===== config.mk =====
export PLATFORM = sky130hd
export DESIGN_NAME = address_translation_rule_match
export DESIGN_NICKNAME = d
export VERILOG_FILES = /design/src/rtl/atrm_pkg.sv /design/src/rtl/atrm_front.sv /design/src/rtl/atrm_queue.sv /design/src/rtl/atrm_back.sv /design/src/rtl/address_translation_rule_match.sv
export SDC_FILE = /design/constraint.sdc
export NUM_CORES = 2
export LEC_CHECK = 0
export BUFFER_PORTS_ARGS = -buffer_cell sky130_fd_sc_hd__clkbuf_2
export CORE_AREA = 4 4 382 666
export CTS_CLUSTER_DIAMETER = 60
export DETAILED_ROUTE_END_ITERATION = 8
export DIE_AREA = 0 0 386 670
export MAX_ROUTING_LAYER = met4
export PLACE_DENSITY = 0.84
export SLEW_MARGIN = 20
export SYNTH_ARGS = -nofsm -noshare
export SYNTH_HDL_FRONTEND = slang
export SYNTH_HIERARCHICAL = 1
export SYNTH_SLANG_ARGS = --single-unit
export TNS_END_PERCENT = 1

===== constraint.sdc =====
create_clock -name aclk -period 47.5 [get_ports aclk]
set_clock_uncertainty 0.15 [all_clocks]
set_input_delay 2.375 -clock aclk [delete_from_list [all_inputs] [get_ports aclk]]
set_output_delay 2.375 -clock aclk [all_outputs]
set_load 0.005 [all_outputs]

===== src/rtl/atrm_pkg.sv =====
// Shared types, codes and helper functions for the address translation rule table.
`timescale 1ns / 1ps

package atrm_pkg;

    localparam logic KIND_WRITE  = 1'b0;
    localparam logic KIND_LOOKUP = 1'b1;

    localparam logic [5:0] PREFIX_MAX = 6'd32;

    // One classified item as it travels through the queue.
    typedef struct packed {
        logic        kind;
        logic        slot_hit;
        logic        enable;
        logic [3:0]  slot;
        logic [31:0] first_ip;
        logic [15:0] first_port;
        logic [31:0] second_ip;
        logic [15:0] second_port;
        logic [31:0] third_ip;
        logic [15:0] third_port;
        logic [31:0] excluded_net;
        logic [5:0]  excluded_prefix;
    } item_t;

    // One stored rule.
    typedef struct packed {
        logic [31:0] local_ip;
        logic [15:0] local_port;
        logic [31:0] client_ip;
        logic [15:0] client_port;
        logic [31:0] out_ip;
        logic [15:0] out_port;
        logic [31:0] excl_net;
        logic [5:0]  excl_prefix;
    } rule_t;

    // Handshake between the queue and the back end.
    typedef struct packed {
        logic  valid;
        item_t entry;
    } queue_out_t;

    function automatic logic viewer_excluded(input logic [31:0] base,
                                             input logic [5:0] prefix,
                                             input logic [31:0] viewer);
        logic [31:0] mask;
        begin
            // A shift by 32 leaves zero, so a full prefix masks every bit.
            mask = ~(32'hFFFF_FFFF >> prefix);
            viewer_excluded = (prefix != 6'd0) && ((viewer & mask) == (base & mask));
        end
    endfunction

    function automatic logic rule_match(input rule_t r, input item_t k);
        begin
            rule_match = ((r.local_ip == 32'd0) || (r.local_ip == k.first_ip))
                && ((r.local_port == 16'd0) || (r.local_port == k.first_port))
                && ((r.client_ip == 32'd0) || (r.client_ip == k.second_ip))
                && ((r.client_port == 16'd0) || (r.client_port == k.second_port))
                && !viewer_excluded(r.excl_net, r.excl_prefix, k.third_ip);
        end
    endfunction

endpackage


===== src/rtl/atrm_front.sv =====
// Front end: accepts input beats and classifies them for the back end.
`timescale 1ns / 1ps

module atrm_front #(
    parameter int RULES = 16
) (
    input  logic                s_valid,
    output logic                s_ready,
    input  logic                s_kind,
    input  logic [3:0]          s_slot,
    input  logic [31:0]         s_first_ip,
    input  logic [15:0]         s_first_port,
    input  logic [31:0]         s_second_ip,
    input  logic [15:0]         s_second_port,
    input  logic [31:0]         s_third_ip,
    input  logic [15:0]         s_third_port,
    input  logic [31:0]         s_excluded_net,
    input  logic [5:0]          s_excluded_prefix,
    input  logic                s_enable,
    input  logic                q_full,
    output logic                q_push,
    output atrm_pkg::item_t     q_entry
);
    import atrm_pkg::*;

    assign s_ready = !q_full;
    assign q_push  = s_valid && !q_full;

    always_comb begin
        q_entry.kind        = s_kind;
        // Writes to a slot past the end of the table are dropped later.
        q_entry.slot_hit    = (32'(s_slot) < 32'(RULES));
        q_entry.enable      = s_enable;
        q_entry.slot        = s_slot;
        q_entry.first_ip    = s_first_ip;
        q_entry.first_port  = s_first_port;
        q_entry.second_ip   = s_second_ip;
        q_entry.second_port = s_second_port;
        q_entry.third_ip    = s_third_ip;
        q_entry.third_port  = s_third_port;
        q_entry.excluded_net = s_excluded_net;
        q_entry.excluded_prefix = (s_excluded_prefix > PREFIX_MAX) ? PREFIX_MAX
                                                                   : s_excluded_prefix;
    end

endmodule


===== src/rtl/atrm_queue.sv =====
// Two-entry queue between the front end and the back end.
`timescale 1ns / 1ps

module atrm_queue (
    input  logic                   aclk,
    input  logic                   aresetn,
    input  logic                   push,
    input  atrm_pkg::item_t        push_entry,
    output logic                   full,
    input  logic                   pop,
    output atrm_pkg::queue_out_t   head
);
    import atrm_pkg::*;

    item_t      slots_reg [2];
    logic       wr_ptr_reg, wr_ptr_next;
    logic       rd_ptr_reg, rd_ptr_next;
    logic [1:0] count_reg, count_next;
    logic       do_push, do_pop;

    assign full       = (count_reg == 2'd2);
    assign do_push    = push && !full;
    assign do_pop     = pop && (count_reg != 2'd0);
    assign head.valid = (count_reg != 2'd0);
    assign head.entry = slots_reg[rd_ptr_reg];

    always_comb begin
        wr_ptr_next = do_push ? !wr_ptr_reg : wr_ptr_reg;
        rd_ptr_next = do_pop ? !rd_ptr_reg : rd_ptr_reg;
        count_next  = count_reg;
        if (do_push && !do_pop) begin
            count_next = count_reg + 2'd1;
        end else if (do_pop && !do_push) begin
            count_next = count_reg - 2'd1;
        end
    end

    always_ff @(posedge aclk) begin
        if (!aresetn) begin
            wr_ptr_reg <= 1'b0;
            rd_ptr_reg <= 1'b0;
            count_reg  <= 2'd0;
        end else begin
            wr_ptr_reg <= wr_ptr_next;
            rd_ptr_reg <= rd_ptr_next;
            count_reg  <= count_next;
        end
    end

    always_ff @(posedge aclk) begin
        if (do_push) begin
            slots_reg[wr_ptr_reg] <= push_entry;
        end
    end

endmodule


===== src/rtl/atrm_back.sv =====
// Back end: rule table storage, sequential first-match scan and result register.
`timescale 1ns / 1ps

module atrm_back #(
    parameter int RULES = 16
) (
    input  logic                   aclk,
    input  logic                   aresetn,
    input  atrm_pkg::queue_out_t   head,
    output logic                   pop,
    output logic                   m_valid,
    input  logic                   m_ready,
    output logic [31:0]            m_result_ip,
    output logic [15:0]            m_result_port,
    output logic                   m_translated,
    output logic [3:0]             m_matched_slot
);
    import atrm_pkg::*;

    localparam int SLOT_W = (RULES > 1) ? $clog2(RULES) : 1;
    localparam int CNT_W  = $clog2(RULES + 1);

    localparam logic [1:0] ST_IDLE = 2'd0;
    localparam logic [1:0] ST_SCAN = 2'd1;
    localparam logic [1:0] ST_OUT  = 2'd2;

    logic [1:0]        state_reg, state_next;
    logic [CNT_W-1:0]  rd_idx_reg, rd_idx_next;
    logic              pend_reg, pend_next;
    logic [SLOT_W-1:0] chk_idx_reg, chk_idx_next;
    logic [RULES-1:0]  valid_reg, valid_next;
    item_t             key_reg, key_next;

    logic [31:0]       res_ip_reg, res_ip_next;
    logic [15:0]       res_port_reg, res_port_next;
    logic              res_tr_reg, res_tr_next;
    logic [3:0]        res_slot_reg, res_slot_next;

    logic              m_valid_reg, m_valid_next;
    logic [31:0]       m_ip_reg;
    logic [15:0]       m_port_reg;
    logic              m_tr_reg;
    logic [3:0]        m_slot_reg;
    logic              out_load;

    rule_t             mem [RULES];
    rule_t             rule_q;
    logic              rule_valid_q;
    logic              mem_we, mem_re;
    logic [SLOT_W-1:0] wr_idx;
    logic [SLOT_W-1:0] rd_addr;
    rule_t             wr_rule;
    logic [31:0]       slot_wide;
    logic [31:0]       chk_wide;
    logic              hit;

    assign slot_wide = 32'(head.entry.slot);
    assign wr_idx    = slot_wide[SLOT_W-1:0];
    assign rd_addr   = rd_idx_reg[SLOT_W-1:0];
    assign chk_wide  = 32'(chk_idx_reg);

    always_comb begin
        wr_rule.local_ip    = head.entry.first_ip;
        wr_rule.local_port  = head.entry.first_port;
        wr_rule.client_ip   = head.entry.second_ip;
        wr_rule.client_port = head.entry.second_port;
        wr_rule.out_ip      = head.entry.third_ip;
        wr_rule.out_port    = head.entry.third_port;
        wr_rule.excl_net    = head.entry.excluded_net;
        wr_rule.excl_prefix = head.entry.excluded_prefix;
    end

    // The compare works on the rule read in the previous cycle.
    assign hit = pend_reg && rule_valid_q && rule_match(rule_q, key_reg);

    assign out_load = (state_reg == ST_OUT) && (!m_valid_reg || m_ready);

    always_comb begin
        state_next    = state_reg;
        rd_idx_next   = rd_idx_reg;
        pend_next     = pend_reg;
        chk_idx_next  = chk_idx_reg;
        valid_next    = valid_reg;
        key_next      = key_reg;
        res_ip_next   = res_ip_reg;
        res_port_next = res_port_reg;
        res_tr_next   = res_tr_reg;
        res_slot_next = res_slot_reg;
        pop           = 1'b0;
        mem_we        = 1'b0;
        mem_re        = 1'b0;

        unique case (state_reg)
            ST_IDLE: begin
                if (head.valid) begin
                    pop      = 1'b1;
                    key_next = head.entry;
                    if (head.entry.kind == KIND_WRITE) begin
                        if (head.entry.slot_hit) begin
                            if (head.entry.enable) begin
                                mem_we = 1'b1;
                                valid_next[wr_idx] = 1'b1;
                            end else begin
                                valid_next[wr_idx] = 1'b0;
                            end
                        end
                        res_ip_next   = 32'd0;
                        res_port_next = 16'd0;
                        res_tr_next   = 1'b0;
                        res_slot_next = 4'd0;
                        state_next    = ST_OUT;
                    end else begin
                        rd_idx_next = '0;
                        pend_next   = 1'b0;
                        state_next  = ST_SCAN;
                    end
                end
            end
            ST_SCAN: begin
                if (hit) begin
                    res_ip_next   = rule_q.out_ip;
                    res_port_next = rule_q.out_port;
                    res_tr_next   = 1'b1;
                    res_slot_next = chk_wide[3:0];
                    pend_next     = 1'b0;
                    state_next    = ST_OUT;
                end else if (pend_reg && (chk_wide == 32'(RULES - 1))) begin
                    // No rule matched: pass the client address through.
                    res_ip_next   = key_reg.second_ip;
                    res_port_next = key_reg.second_port;
                    res_tr_next   = 1'b0;
                    res_slot_next = 4'd0;
                    pend_next     = 1'b0;
                    state_next    = ST_OUT;
                end else if (32'(rd_idx_reg) < 32'(RULES)) begin
                    mem_re       = 1'b1;
                    pend_next    = 1'b1;
                    chk_idx_next = rd_addr;
                    rd_idx_next  = rd_idx_reg + CNT_W'(1);
                end else begin
                    pend_next = 1'b0;
                end
            end
            ST_OUT: begin
                if (out_load) begin
                    state_next = ST_IDLE;
                end
            end
            default: begin
                state_next = ST_IDLE;
            end
        endcase
    end

    always_comb begin
        m_valid_next = m_valid_reg;
        if (out_load) begin
            m_valid_next = 1'b1;
        end else if (m_ready) begin
            m_valid_next = 1'b0;
        end
    end

    always_ff @(posedge aclk) begin
        if (!aresetn) begin
            state_reg   <= ST_IDLE;
            rd_idx_reg  <= '0;
            pend_reg    <= 1'b0;
            valid_reg   <= '0;
            m_valid_reg <= 1'b0;
        end else begin
            state_reg   <= state_next;
            rd_idx_reg  <= rd_idx_next;
            pend_reg    <= pend_next;
            valid_reg   <= valid_next;
            m_valid_reg <= m_valid_next;
        end
    end

    always_ff @(posedge aclk) begin
        chk_idx_reg  <= chk_idx_next;
        key_reg      <= key_next;
        res_ip_reg   <= res_ip_next;
        res_port_reg <= res_port_next;
        res_tr_reg   <= res_tr_next;
        res_slot_reg <= res_slot_next;
        if (out_load) begin
            m_ip_reg   <= res_ip_reg;
            m_port_reg <= res_port_reg;
            m_tr_reg   <= res_tr_reg;
            m_slot_reg <= res_slot_reg;
        end
    end

    // Rule storage: one write port, one registered read port.
    always_ff @(posedge aclk) begin
        if (mem_we) begin
            mem[wr_idx] <= wr_rule;
        end
        if (mem_re) begin
            rule_q       <= mem[rd_addr];
            rule_valid_q <= valid_reg[rd_addr];
        end
    end

    assign m_valid        = m_valid_reg;
    assign m_result_ip    = m_ip_reg;
    assign m_result_port  = m_port_reg;
    assign m_translated   = m_tr_reg;
    assign m_matched_slot = m_slot_reg;

endmodule


===== src/rtl/address_translation_rule_match.sv =====
// A write beat and a lookup each give one result; a lookup scans the rules in turn,
// one rule per cycle, through the single read port of the rule store.
// The back end handles one beat at a time; the two-entry queue holds up to two
// further beats while it is busy.
// Reset: synchronous, active low; clears all rule valid bits, the queue and the
// output register. Rule contents are not cleared.
`timescale 1ns / 1ps

module address_translation_rule_match #(
    parameter int RULES = 16
) (
    input  logic        aclk,
    input  logic        aresetn,
    input  logic        s_valid,
    output logic        s_ready,
    input  logic        s_kind,
    input  logic [3:0]  s_slot,
    input  logic [31:0] s_first_ip,
    input  logic [15:0] s_first_port,
    input  logic [31:0] s_second_ip,
    input  logic [15:0] s_second_port,
    input  logic [31:0] s_third_ip,
    input  logic [15:0] s_third_port,
    input  logic [31:0] s_excluded_net,
    input  logic [5:0]  s_excluded_prefix,
    input  logic        s_enable,
    output logic        m_valid,
    input  logic        m_ready,
    output logic [31:0] m_result_ip,
    output logic [15:0] m_result_port,
    output logic        m_translated,
    output logic [3:0]  m_matched_slot
);
    import atrm_pkg::*;

    logic       q_full;
    logic       q_push;
    logic       q_pop;
    item_t      q_entry;
    queue_out_t q_head;

    atrm_front #(
        .RULES(RULES)
    ) u_front (
        .s_valid          (s_valid),
        .s_ready          (s_ready),
        .s_kind           (s_kind),
        .s_slot           (s_slot),
        .s_first_ip       (s_first_ip),
        .s_first_port     (s_first_port),
        .s_second_ip      (s_second_ip),
        .s_second_port    (s_second_port),
        .s_third_ip       (s_third_ip),
        .s_third_port     (s_third_port),
        .s_excluded_net   (s_excluded_net),
        .s_excluded_prefix(s_excluded_prefix),
        .s_enable         (s_enable),
        .q_full           (q_full),
        .q_push           (q_push),
        .q_entry          (q_entry)
    );

    atrm_queue u_queue (
        .aclk      (aclk),
        .aresetn   (aresetn),
        .push      (q_push),
        .push_entry(q_entry),
        .full      (q_full),
        .pop       (q_pop),
        .head      (q_head)
    );

    atrm_back #(
        .RULES(RULES)
    ) u_back (
        .aclk          (aclk),
        .aresetn       (aresetn),
        .head          (q_head),
        .pop           (q_pop),
        .m_valid       (m_valid),
        .m_ready       (m_ready),
        .m_result_ip   (m_result_ip),
        .m_result_port (m_result_port),
        .m_translated  (m_translated),
        .m_matched_slot(m_matched_slot)
    );

    // A result that did not translate never names a slot.
    a_slot_zero_untranslated: assert property (@(posedge aclk) disable iff (!aresetn)
        m_valid && !m_translated |-> m_matched_slot == 4'd0)
        else $error("untranslated result carries a nonzero slot");

    // Reset empties the output register.
    a_reset_out_empty: assert property (@(posedge aclk)
        !aresetn |=> !m_valid)
        else $error("result valid right after reset");

    // Reset empties the queue, so the input side is ready.
    a_reset_in_ready: assert property (@(posedge aclk)
        !aresetn |=> s_ready)
        else $error("input not ready right after reset");

endmodule


==> summary.txt <==
Clock tree
  • Cts hold-fix bufs: 0
  • Resize count post-CTS: 0
  • H-tree levels: 5
  • Root buffer cell: clkbuf_16
  • Worst-path clk slew: around 0.07 ns
  • CTS tree: built
  • Total CTS buffers: roughly 320
  • Worst-skew pair later-pin latency: roughly 0.9 ns
  • Bufs on Longest Clock Path: 4
  • Post-CTS setup buffer count: 0
  • CTS Sinks: around 3700

Yosys
  • Syn nets: about 6000
  • Synthesized area: between 100000 and 150000 um2
  • Ys async rst share: 0%
  • Post-synth EDFFs: about 3700
  • Warnings from Yosys: 6
  • Seq cells post-synth: between 3000 and 4000
  • Synthesized instance count: ~5800
  • Cell taking the most area after synthesis: edfxtp_1
  • Commonest cells in the synthesized netlist: edfxtp_1 (3711), mux4_2 (915), buf_4 (188), clkbuf_1 (164), nand2_1 (104)
  • Most common cell in the netlist: edfxtp_1
  • Synth cell types: 57
  • Prevailing post-synth register cell: edfxtp_1
  • Mapped Avg Cell Area: roughly 24 um2
  • Post-synth top area share: a little under 80%
  • Register area share after synthesis: 79.4%
  • Area contributors post-synth: edfxtp_1 (79%), mux4_2 (15%), mux2_4 (1.1%)

Power and ir drop
  • Power share of the clock group: 31.5%
  • Pwr per Cell Area: 54.7 nW/um2
  • Switch Pwr: between 0.002 and 0.0025 W
  • P_int: roughly 0.0062 W
  • Comb pwr share: around 17%
  • Switching Fraction: between 20% and 30%
  • Worst VDD drop: approximately 54 uV
  • Leak: about 47 nW
  • Flop pwr share: 51.3%

Placement
  • Port buffer count: approximately 250
  • Post-DP HPWL: 191 mm
  • DP Cell Count: 9045
  • Gpl congestion: 0.879

Worst setup path
  • Setup crit end kind: register
  • WP buf/inv: 5
  • CP cell instances: buf_4 > buf_4 > buf_4 > buf_4 > buf_4 > mux4_2 > mux4_2
  • Cell family with most CP delay: buffers and inverters
  • Worst EP arrival: roughly 7.2 ns
  • WS Path Type: register to register
  • Crit Path Max Fanout: 47
  • Critical Path Max Stage Delay: about 0.90 ns
  • Most common cell on crit path: buf_4
  • Worst endpoint required time: roughly 48 ns
  • CP Launch Type: register
  • Worst path slowest cell: buf_4

Global routing
  • Vias in the first global route: 69951
  • Largest net degree at the start of global routing: 144
  • Initial antenna violation count: 17
  • Gr usage total: 30.8%
  • First-pass GRT wire length: approximately 540 mm
  • Remaining global-route overflow: 0

Outcome
  • Run status: completed

Routing
  • Via count: a little under 70000
  • Initial DRC count: 11957
  • WL/cell: roughly 40 um
  • Routed Antenna Nets: 0
  • Routed wire length: between 300 and 400 mm
  • Post-route DRC: 0
  • Via density: 7.11
  • Drt pass-1 iters: 9

Die
  • Core area: approximately 250000 um2
  • Starting Density: a little under three fifths
  • Die Ht: roughly 670 um
  • Row cnt: around 240
  • I/O pin count: 247
  • Die W: 386 um
  • Die area: around 260000 um2

STA
  • Endpoints failing hold: 0
  • Setup TNS: 0 ns
  • F_max: ~0.15 GHz
  • Unrepaired setup endpoints after global routing: false
  • Fin crit share: between 10% and 20%
  • Relative slew slack: between 10 and 15%
  • Final Slew Violations: 0
  • Worst slew pin tran: about 1.3 ns
  • Setup violators final: 0
  • Final min period: 6.69 ns

Flow run
  • Max-cap violations: 0

Final layout
  • Nets: 6267
  • Layout cells sized above 1: a little under a third
  • Non-Filler Instances: between 9000 and 10000
  • Max reg flops: about 2900
  • Syn-to-layout area delta: 10.2%

Min path
  • Min-delay worst type: register to register
kinds of logic after synthesis:
family,share of synthesized area [%]
simple gates,0.935
compound gates,0.599
mux,16.4
flops,79.4
buf+inv,1.80
xor+xnor,0.813
fa+ha+maj,0.0177
other cells,0.00266
per-layer routing:
layer | GRT usage [%] | vias to the layer above | wire, um
li1 | - | 24901 | -
met1 | 37.8 | 34894 | 119000
met2 | 49.3 | 7020 | 194000
met3 | 5.90 | 1626 | 46700
met4 | 15.9 | 0 | 27400
met5 | - | - | 0
layout by cell type, fill, tap and decap left out, drive strengths merged, types with 30 or more instances in the layout:
cell | Yosys | final
a21oi | 52 | 52
xor2 | 87 | 87
nor4 | 45 | 45
buf | 275 | 117
bufinv | 0 | 38
mux2 | 189 | 189
clkinv | 0 | 119
nand2 | 104 | 104
edfxtp | 3711 | 3711
xnor2 | 44 | 44
clkbuf | 164 | 617
dfxtp | 30 | 30
mux4 | 915 | 915
final timing paths:
path | start | end | slack [ns] | cells after the start
max | u_back/rd_idx_reg[0] | u_back/rule_q[13] | 40.81 | 7
min | u_back/res_ip_reg[8] | u_back/m_result_ip[8] | 0.27 | 0
max reg2reg | u_back/rd_idx_reg[0] | u_back/rule_q[13] | 40.81 | 7
min reg2reg | u_back/res_ip_reg[8] | u_back/m_result_ip[8] | 0.27 | 0
power by group through the flow:
| stage | Sequential, W | Clock (W) | Combinational, W |
|---|---|---|---|
| 2_1_floorplan | 0.00440 | 0 | 0.000950 |
| 3_3_place_gp | 0.00440 | 0 | 0.00130 |
| 3_5_place_dp | 0.00442 | 0 | 0.00138 |
| 4_1_cts | 0.00436 | 0.00269 | 0.00144 |
| 5_1_grt | 0.00437 | 0.00284 | 0.00153 |
| 6_report | 0.00437 | 0.00268 | 0.00146 |
through the flow:
step / hold slack (ns) / worst slack, ns / cell area [um2] / power, W / utilization, %
finish: 0.267 / 40.81 / 156000 / 0.00850 / 62.6
global route: 0.272 / 40.13 / 156000 / 0.00874 / 62.6
CTS: 0.266 / 40.38 / 155000 / 0.00849 / 62.5
detailed placement: 0.255 / 40.54 / 145000 / 0.00580 / 58.4
global placement: 0.254 / 40.83 / 145000 / 0.00570 / 58.4
floorplan: 0.250 / 26.38 / 141000 / 0.00535 / -
final cells by class:
| type | instances | area (um2) |
|---|---|---|
| Clock inverter | 188 | 2060 |
| Antenna cell | 17 | 42.5 |
| Clock buffer | 371 | 8210 |
| Timing Repair Buffer | 363 | 2340 |
| Fill cell | 14691 | 93000 |
| Multi-Input combinational cell | 1643 | 26700 |
| Inverter | 9 | 41.3 |
| Sequential cell | 3741 | 112000 |
| Tap cell | 3294 | 4120 |
Note: power is estimated with default switching activity, not from simulation.
